<file path="src/design/dequ_pkg.sv">
// ----------------------------------------------------------------------------
// dequ_pkg
// shared types and codes of the double-ended queue unit
// ----------------------------------------------------------------------------
`default_nettype none

package dequ_pkg;

  localparam int unsigned REQ_W  = 3;
  localparam int unsigned KIND_W = 2;
  localparam int unsigned VAL_W  = 32;

  // request codes, the unused codes are ignored
  typedef enum logic [REQ_W-1:0] {
    REQ_PUSH_FRONT = 3'd0,
    REQ_PUSH_REAR  = 3'd1,
    REQ_DROP_FRONT = 3'd2,
    REQ_DROP_REAR  = 3'd3,
    REQ_LIST       = 3'd4
  } req_type_t;

  // response kinds
  typedef enum logic [KIND_W-1:0] {
    KIND_ENTRY = 2'd0,
    KIND_EMPTY = 2'd1,
    KIND_UNDER = 2'd2,
    KIND_OVER  = 2'd3
  } resp_kind_t;

endpackage : dequ_pkg

`default_nettype wire

</file>
<file path="src/design/double_ended_queue_unit.sv">
// ----------------------------------------------------------------------------
// double_ended_queue_unit
// bounded double-ended queue of signed 32-bit values in a ring memory
// ----------------------------------------------------------------------------
// usage
//   in_*  : one request per transfer; in_tuser carries the request code
//           (push front, push rear, drop front, drop rear, list) and
//           in_tdata the value to push
//   out_* : responses; out_tuser carries the kind (entry, empty listing,
//           underflow, overflow), out_tdata the listed value (zero
//           otherwise), out_tlast marks the final response of a request
//   a push or drop returns nothing on success; an
//   overflow, underflow or empty listing returns one response in the
//   register stage in the cycle after the request transfer
//   a listing of N entries streams one entry per cycle, while the receiver
//   takes them, through the single read port of the entry memory
//   (registered read); each entry passes the read data register and then
//   the output register; no new request is taken until the last entry
//   is in the output register
//   when the receiver stalls, the output register holds its response and
//   the unit stops taking requests and stops advancing the listing
//   reset empties the queue (front index and count to zero) at once; the
//   entry memory is not cleared, live entries are always written first
// ----------------------------------------------------------------------------
`default_nettype none

module double_ended_queue_unit
  import dequ_pkg::*;
#(
  parameter int unsigned DEPTH = 64
) (
  input  wire logic              clk,
  input  wire logic              rst_n,
  // request channel
  input  wire logic              in_tvalid,
  output logic                   in_tready,
  input  wire logic [VAL_W-1:0]  in_tdata,   // [31:0] value_in
  input  wire logic [REQ_W-1:0]  in_tuser,   // [2:0] req_type
  // response channel
  output logic                   out_tvalid,
  input  wire logic              out_tready,
  output logic [VAL_W-1:0]       out_tdata,  // [31:0] value_out
  output logic [KIND_W-1:0]      out_tuser,  // [1:0] resp_kind
  output logic                   out_tlast   // last
);

  localparam int unsigned IDX_W = (DEPTH > 1) ? $clog2(DEPTH) : 1;
  localparam int unsigned CNT_W = $clog2(DEPTH + 1);
  localparam int unsigned SUM_W = IDX_W + 1;

  typedef enum logic [1:0] {
    ST_IDLE = 2'b01,
    ST_LIST = 2'b10
  } state_t;

  // ring position (base + offset) mod DEPTH, both operands below DEPTH
  function automatic logic [IDX_W-1:0] ring_add(input logic [IDX_W-1:0] base,
                                                  input logic [IDX_W-1:0] offs);
    logic [SUM_W-1:0] sum;
    sum = SUM_W'(base) + SUM_W'(offs);
    if (sum >= SUM_W'(DEPTH)) begin
      sum = sum - SUM_W'(DEPTH);
    end
    return sum[IDX_W-1:0];
  endfunction

  // queue control state
  state_t           state_r, state_nxt;
  logic [IDX_W-1:0] front_r, front_nxt;
  logic [CNT_W-1:0] count_r, count_nxt;
  logic [IDX_W-1:0] pos_r, pos_nxt;       // listing position from front

  // output register
  logic             ovalid_r, ovalid_nxt;
  logic [VAL_W-1:0] odata_r, odata_nxt;
  resp_kind_t       okind_r, okind_nxt;
  logic             olast_r, olast_nxt;

  // entry memory
  logic [VAL_W-1:0] mem [DEPTH];
  logic             wr_en;
  logic [IDX_W-1:0] wr_addr;
  logic [IDX_W-1:0] rd_addr;
  logic [VAL_W-1:0] rd_data_r;

  logic             slot_free;
  logic             in_xfer;
  logic             is_full;
  logic             is_empty;
  logic [IDX_W-1:0] front_dec;
  logic [IDX_W-1:0] front_inc;
  logic             list_last;
  req_type_t        req;

  assign slot_free = !ovalid_r || out_tready;
  assign in_tready = (state_r == ST_IDLE) && slot_free;
  assign in_xfer   = in_tvalid && in_tready;
  assign is_full   = (count_r == CNT_W'(DEPTH));
  assign is_empty  = (count_r == '0);
  assign front_dec = (front_r == '0) ? IDX_W'(DEPTH - 1) : front_r - 1'b1;
  assign front_inc = (front_r == IDX_W'(DEPTH - 1)) ? '0 : front_r + 1'b1;
  assign list_last = (CNT_W'(pos_r) + CNT_W'(1)) == count_r;
  assign req       = req_type_t'(in_tuser);

  // read address follows the next listing position, so the read data
  // register always holds the entry at pos_r while listing
  assign rd_addr = ring_add(front_r, pos_nxt);

  always_comb begin
    state_nxt  = state_r;
    front_nxt  = front_r;
    count_nxt  = count_r;
    pos_nxt    = pos_r;
    ovalid_nxt = ovalid_r && !out_tready;
    odata_nxt  = odata_r;
    okind_nxt  = okind_r;
    olast_nxt  = olast_r;
    wr_en      = 1'b0;
    wr_addr    = front_dec;

    unique case (state_r)
      ST_IDLE: begin
        if (in_xfer) begin
          unique case (req) inside
            REQ_PUSH_FRONT, REQ_PUSH_REAR: begin
              if (is_full) begin
                ovalid_nxt = 1'b1;
                okind_nxt  = KIND_OVER;
                odata_nxt  = '0;
                olast_nxt  = 1'b1;
              end else begin
                wr_en     = 1'b1;
                count_nxt = count_r + 1'b1;
                if (req == REQ_PUSH_FRONT) begin
                  front_nxt = front_dec;
                  wr_addr   = front_dec;
                end else begin
                  wr_addr = ring_add(front_r, IDX_W'(count_r));
                end
              end
            end
            REQ_DROP_FRONT, REQ_DROP_REAR: begin
              if (is_empty) begin
                ovalid_nxt = 1'b1;
                okind_nxt  = KIND_UNDER;
                odata_nxt  = '0;
                olast_nxt  = 1'b1;
              end else begin
                count_nxt = count_r - 1'b1;
                if (req == REQ_DROP_FRONT) begin
                  front_nxt = front_inc;
                end
              end
            end
            REQ_LIST: begin
              if (is_empty) begin
                ovalid_nxt = 1'b1;
                okind_nxt  = KIND_EMPTY;
                odata_nxt  = '0;
                olast_nxt  = 1'b1;
              end else begin
                state_nxt = ST_LIST;
                pos_nxt   = '0;
              end
            end
            default: begin
            end
          endcase
        end
      end
      ST_LIST: begin
        if (slot_free) begin
          ovalid_nxt = 1'b1;
          okind_nxt  = KIND_ENTRY;
          odata_nxt  = rd_data_r;
          olast_nxt  = list_last;
          if (list_last) begin
            state_nxt = ST_IDLE;
            pos_nxt   = '0;
          end else begin
            pos_nxt = pos_r + 1'b1;
          end
        end
      end
      default: begin
        state_nxt = ST_IDLE;
      end
    endcase
  end

  // control registers
  always_ff @(posedge clk) begin
    if (!rst_n) begin
      state_r  <= ST_IDLE;
      front_r  <= '0;
      count_r  <= '0;
      pos_r    <= '0;
      ovalid_r <= 1'b0;
    end else begin
      state_r  <= state_nxt;
      front_r  <= front_nxt;
      count_r  <= count_nxt;
      pos_r    <= pos_nxt;
      ovalid_r <= ovalid_nxt;
    end
  end

  // output payload, no reset needed
  always_ff @(posedge clk) begin
    odata_r <= odata_nxt;
    okind_r <= okind_nxt;
    olast_r <= olast_nxt;
  end

  // entry memory: one write port, one registered read port
  always_ff @(posedge clk) begin
    if (wr_en) begin
      mem[wr_addr] <= in_tdata;
    end
    rd_data_r <= mem[rd_addr];
  end

  assign out_tvalid = ovalid_r;
  assign out_tdata  = odata_r;
  assign out_tuser  = okind_r;
  assign out_tlast  = olast_r;

`ifndef ASSERT_OFF
  // the count never goes past the ring size
  a_count_bound: assert property (@(posedge clk) disable iff (!rst_n)
    count_r <= CNT_W'(DEPTH))
    else $error("entry count beyond depth");

  // a listing only runs over a non-empty queue and stays inside it
  a_list_window: assert property (@(posedge clk) disable iff (!rst_n)
    (state_r == ST_LIST) |-> (!is_empty && (CNT_W'(pos_r) < count_r)))
    else $error("listing position outside the live window");

  // a successful push grows the queue by one
  a_push_count: assert property (@(posedge clk) disable iff (!rst_n)
    (in_xfer && !is_full && (req == REQ_PUSH_FRONT || req == REQ_PUSH_REAR))
    |=> (count_r == $past(count_r) + 1'b1))
    else $error("push did not grow the queue");

  // a listing leaves the queue state alone
  a_list_stable: assert property (@(posedge clk) disable iff (!rst_n)
    (state_r == ST_LIST) |=> ($stable(count_r) && $stable(front_r)))
    else $error("queue state changed during listing");

  // every response that is not a listed entry closes its request
  a_single_last: assert property (@(posedge clk) disable iff (!rst_n)
    (ovalid_r && okind_r != KIND_ENTRY) |-> olast_r)
    else $error("error or empty response without last");
`endif

endmodule : double_ended_queue_unit

`default_nettype wire

</file>
<file path="config.mk">
export PLATFORM = sky130hd
export DESIGN_NAME = double_ended_queue_unit
export DESIGN_NICKNAME = d
export VERILOG_FILES = /design/src/design/dequ_pkg.sv /design/src/design/double_ended_queue_unit.sv
export SDC_FILE = /design/constraint.sdc
export NUM_CORES = 2
export LEC_CHECK = 0
export BUFFER_PORTS_ARGS = -buffer_cell sky130_fd_sc_hd__buf_2
export CAP_MARGIN = 20
export CORE_ASPECT_RATIO = 2
export CORE_UTILIZATION = 30
export DETAILED_ROUTE_END_ITERATION = 16
export PLACE_DENSITY = 0.45
export REMOVE_ABC_BUFFERS = 1
export SLEW_MARGIN = 20
export SYNTH_ARGS = -nofsm -noshare
export SYNTH_HDL_FRONTEND = slang
export SYNTH_SLANG_ARGS = --single-unit
</file>
<file path="constraint.sdc">
create_clock -name clk -period 5.8 [get_ports clk]
set_input_delay 0.58 -clock clk [delete_from_list [all_inputs] [get_ports clk]]
set_output_delay 0.58 -clock clk [all_outputs]
set_load 0.05 [all_outputs]
</file>
==> summary.txt <==
Synthesis
  • Seq/Total Area, Yosys: 0.773
  • Register bit count reported by yosys: 2137
  • Post-Syn Instances: 3473
  • Area contributors post-synth: edfxtp_1 76%, mux4_2 18%, dfxtp_1 1.3%
  • Share of the synthesized area in the top cell type: 0.760
  • Yosys warnings: 0
  • Mean Syn Cell Area: 23.7 µm²
  • Synth unique cells: 65
  • EDFF count, synth: 2083
  • Syn Std Cell Area: 0.0823 mm²
  • Asr flop ratio synth: 0
  • Post-synth top flop: edfxtp_1
  • Yosys top cell by area: edfxtp_1

Drt
  • 1st-iter DRT viols: 3079
  • Vias/cell: 5.04
  • Antenna-violating nets left: 0
  • Drt total wl: 239000 µm
  • DR pass1 iterations: 5
  • WL per Instance: 32.0 µm
  • # DRC: 0
  • Vias: 37600

Hold path
  • Worst hold start: rst_n
  • Worst hold endpoint: state_r[0]$_SDFFE_PN1P_
  • Hold path cells: 2
  • Min-delay worst type: in2reg

Setup path
  • Flop2flop setup slack: 0.25 ns
  • Slowest CP cell: fa_4
  • Critical R2R Launch: pos_r[0]$_SDFF_PN0_
  • Critical path class: reg2reg
  • Worst reg-to-reg path cell count: 15
  • CP peak stage delay: 0.88 ns
  • Setup crit end kind: flop
  • Crit path DAT: 6.25 ns
  • Buffers & Inverters on Critical Path: 2
  • Type of origin of the critical path: flop
  • CP cell instances: ha_1, nand3_1, or3_1, a211oi_4, a21oi_2, nor2_1, a31oi_1, ha_4, fa_4, buf_12, buf_12, mux4_2, mux4_2, mux2i_1, mux2i_1
  • Reg2reg end: rd_data_r[28]$_DFF_P_
  • Delay-heaviest family, CP: multiplexers
  • Crit. Startpoint: pos_r[0]$_SDFF_PN0_
  • Crit path required time: 6.50 ns
  • Worst-path maximum fanout: 47

Layout
  • Fraction of layout cells with a size suffix above 1: 0.328
  • Nets: 3817
  • Most frequent cells in the layout: 2083 x edfxtp_1, 640 x mux4_2, 196 x clkbuf_16, 163 x buf_4, 96 x mux2i_1
  • Post-layout util: 0.349
  • Design area: 0.0951 mm²
  • Synth-to-Final Area Change: 15.6%
  • Leading cell type in the layout, fill and taps excluded: edfxtp_1

Clock network
  • Number of setup buffers added after CTS: 0
  • Clock Latency Late Sink: 0.85 ns
  • CTS tree: yes
  • Clock buffer count from CTS: 192
  • H-tree depth: 4
  • Worst-path clk slew: 0.07 ns
  • Bufs on Longest Clock Path: 4
  • Root Driver: clkbuf_16
  • Clock sink count: 2137

Outcome
  • Outcome: complete, no violations

Timing
  • Fin crit period: 5.55 ns
  • Worst slew margin: 0.208
  • Worst Skew: 0.0272 ns
  • FMAX: 180 MHz
  • Period utilization: 0.956
  • Fin Hold WS: 0.140 ns
  • Final setup fails: 0
  • RSZ-0062 raised after global routing: false
  • Fin Setup TNS: 0 ns
  • Final Max Slew Viols: 0
  • Slew @ Worst Pin: 1.19 ns
  • Final hold viol count: 0

Global routing
  • GRT Total Usage: 0.174
  • Largest net degree at the start of global routing: 65
  • Vias in the first global route: 40200
  • First-pass GRT wire length: 331000 µm
  • Initial antenna violation count: 11
  • Grt total ovfl: 0

Place
  • Final HPWL DP: 132000 µm
  • Port-buffer cells: 75
  • GPL Wtd Cong: 0.739
  • Area of placed instances: 0.0890 mm²

Floorplanning
  • FP Rows: 271
  • Initial Util: 0.302
  • Die W: 372 µm
  • Die area: 0.277 mm²
  • Core area: 0.273 mm²
  • I/O pin cnt: 76
  • Height of the chip: 743 µm

Power and ir drop
  • LEAKAGE: 0.0287 µW
  • P per Cell Area: 375 mW/mm²
  • Peak supply drop: 0.000227 V

Run
  • MaxCap Viol Count: 0
registers in the layout, indices dropped and copies added, names as in the netlist:
register / count
out_tlast: 1
pos_r: 6
out_tvalid: 1
out_tdata: 32
mem: 2048
front_r: 6
rd_data_r: 32
count_r: 7
out_tuser: 2
state_r: 2
area by class of cell:
cell class,instances,area [µm²]
clock inverter,94,773
inverter,18,67.6
clock buffer,247,5190
antenna,8,20.0
sequential,2137,63600
tap,3549,4440
multi-input combinational,1144,18600
fill,25200,177000
timing repair buffer,261,2460
Yosys cell counts (all sizes together), types with 3 or more instances:
| cell | instances |
|---|---|
| o21ai | 28 |
| nand3 | 9 |
| a21oi | 32 |
| or3 | 5 |
| a211oi | 4 |
| o21bai | 4 |
| edfxtp | 2083 |
| nor2 | 100 |
| buf | 59 |
| mux2i | 100 |
| a22o | 3 |
| a21o | 8 |
| nor2b | 3 |
| and2 | 41 |
| dfxtp | 54 |
| nand2 | 31 |
| or2 | 5 |
| ha | 21 |
| nor4 | 7 |
| a31oi | 12 |
| nor3 | 21 |
| fa | 3 |
| mux4 | 640 |
| xor2 | 9 |
| clkbuf | 115 |
| a21boi | 4 |
| inv | 17 |
| xnor2 | 20 |
metal layers:
metal	GRT usage	share of wire	routed length, µm	up-vias
li1	-	-	-	15400
met4	0.0482	0.026	6140	10
met1	0.205	0.38	90900	21000
met5	0	0.00027	64	-
met3	0.0205	0.037	8870	297
met2	0.327	0.56	133000	861
through the flow:
stage	setup slack (ns)	power [µW]	instances
floorplan	-16.89	22100	3299
global route	0.0419	36900	7451
finish	0.253	35600	7458
CTS	0.148	36200	7449
global placement	0.200	23600	7107
detailed placement	0.145	23600	7108
kinds of logic after synthesis:
group / Yosys count / synth area share
xor+xnor: 29 / 0.00309
mux: 740 / 0.187
simple gates: 236 / 0.0138
flops: 2137 / 0.773
buf+inv: 192 / 0.00968
fa+ha+maj: 24 / 0.00392
compound gates: 115 / 0.00918
worst max path at each step:
stage | endpoint | slack [ns] | depth (start not counted)
4_1_cts | rd_data_r[27]$_DFF_P_ | 0.15 | 16
5_1_grt | rd_data_r[27]$_DFF_P_ | 0.04 | 16
2_1_floorplan | rd_data_r[0]$_DFF_P_ | -16.89 | 12
3_3_place_gp | rd_data_r[19]$_DFF_P_ | 0.20 | 16
6_report | rd_data_r[28]$_DFF_P_ | 0.25 | 15
3_5_place_dp | rd_data_r[27]$_DFF_P_ | 0.15 | 14
power breakdown:
part	internal, µW	switching [µW]
clock	6810	5730
sequential	17300	174
combinational	2590	3080
repair_timing:
item / in CTS / in global routing
hold buffers: 0 / 0
setup endpoints to repair: 0 / 4
hold endpoints to repair: 0 / 0
gates resized for setup: 0 / 5
Power figures use the tool's default switching activity.
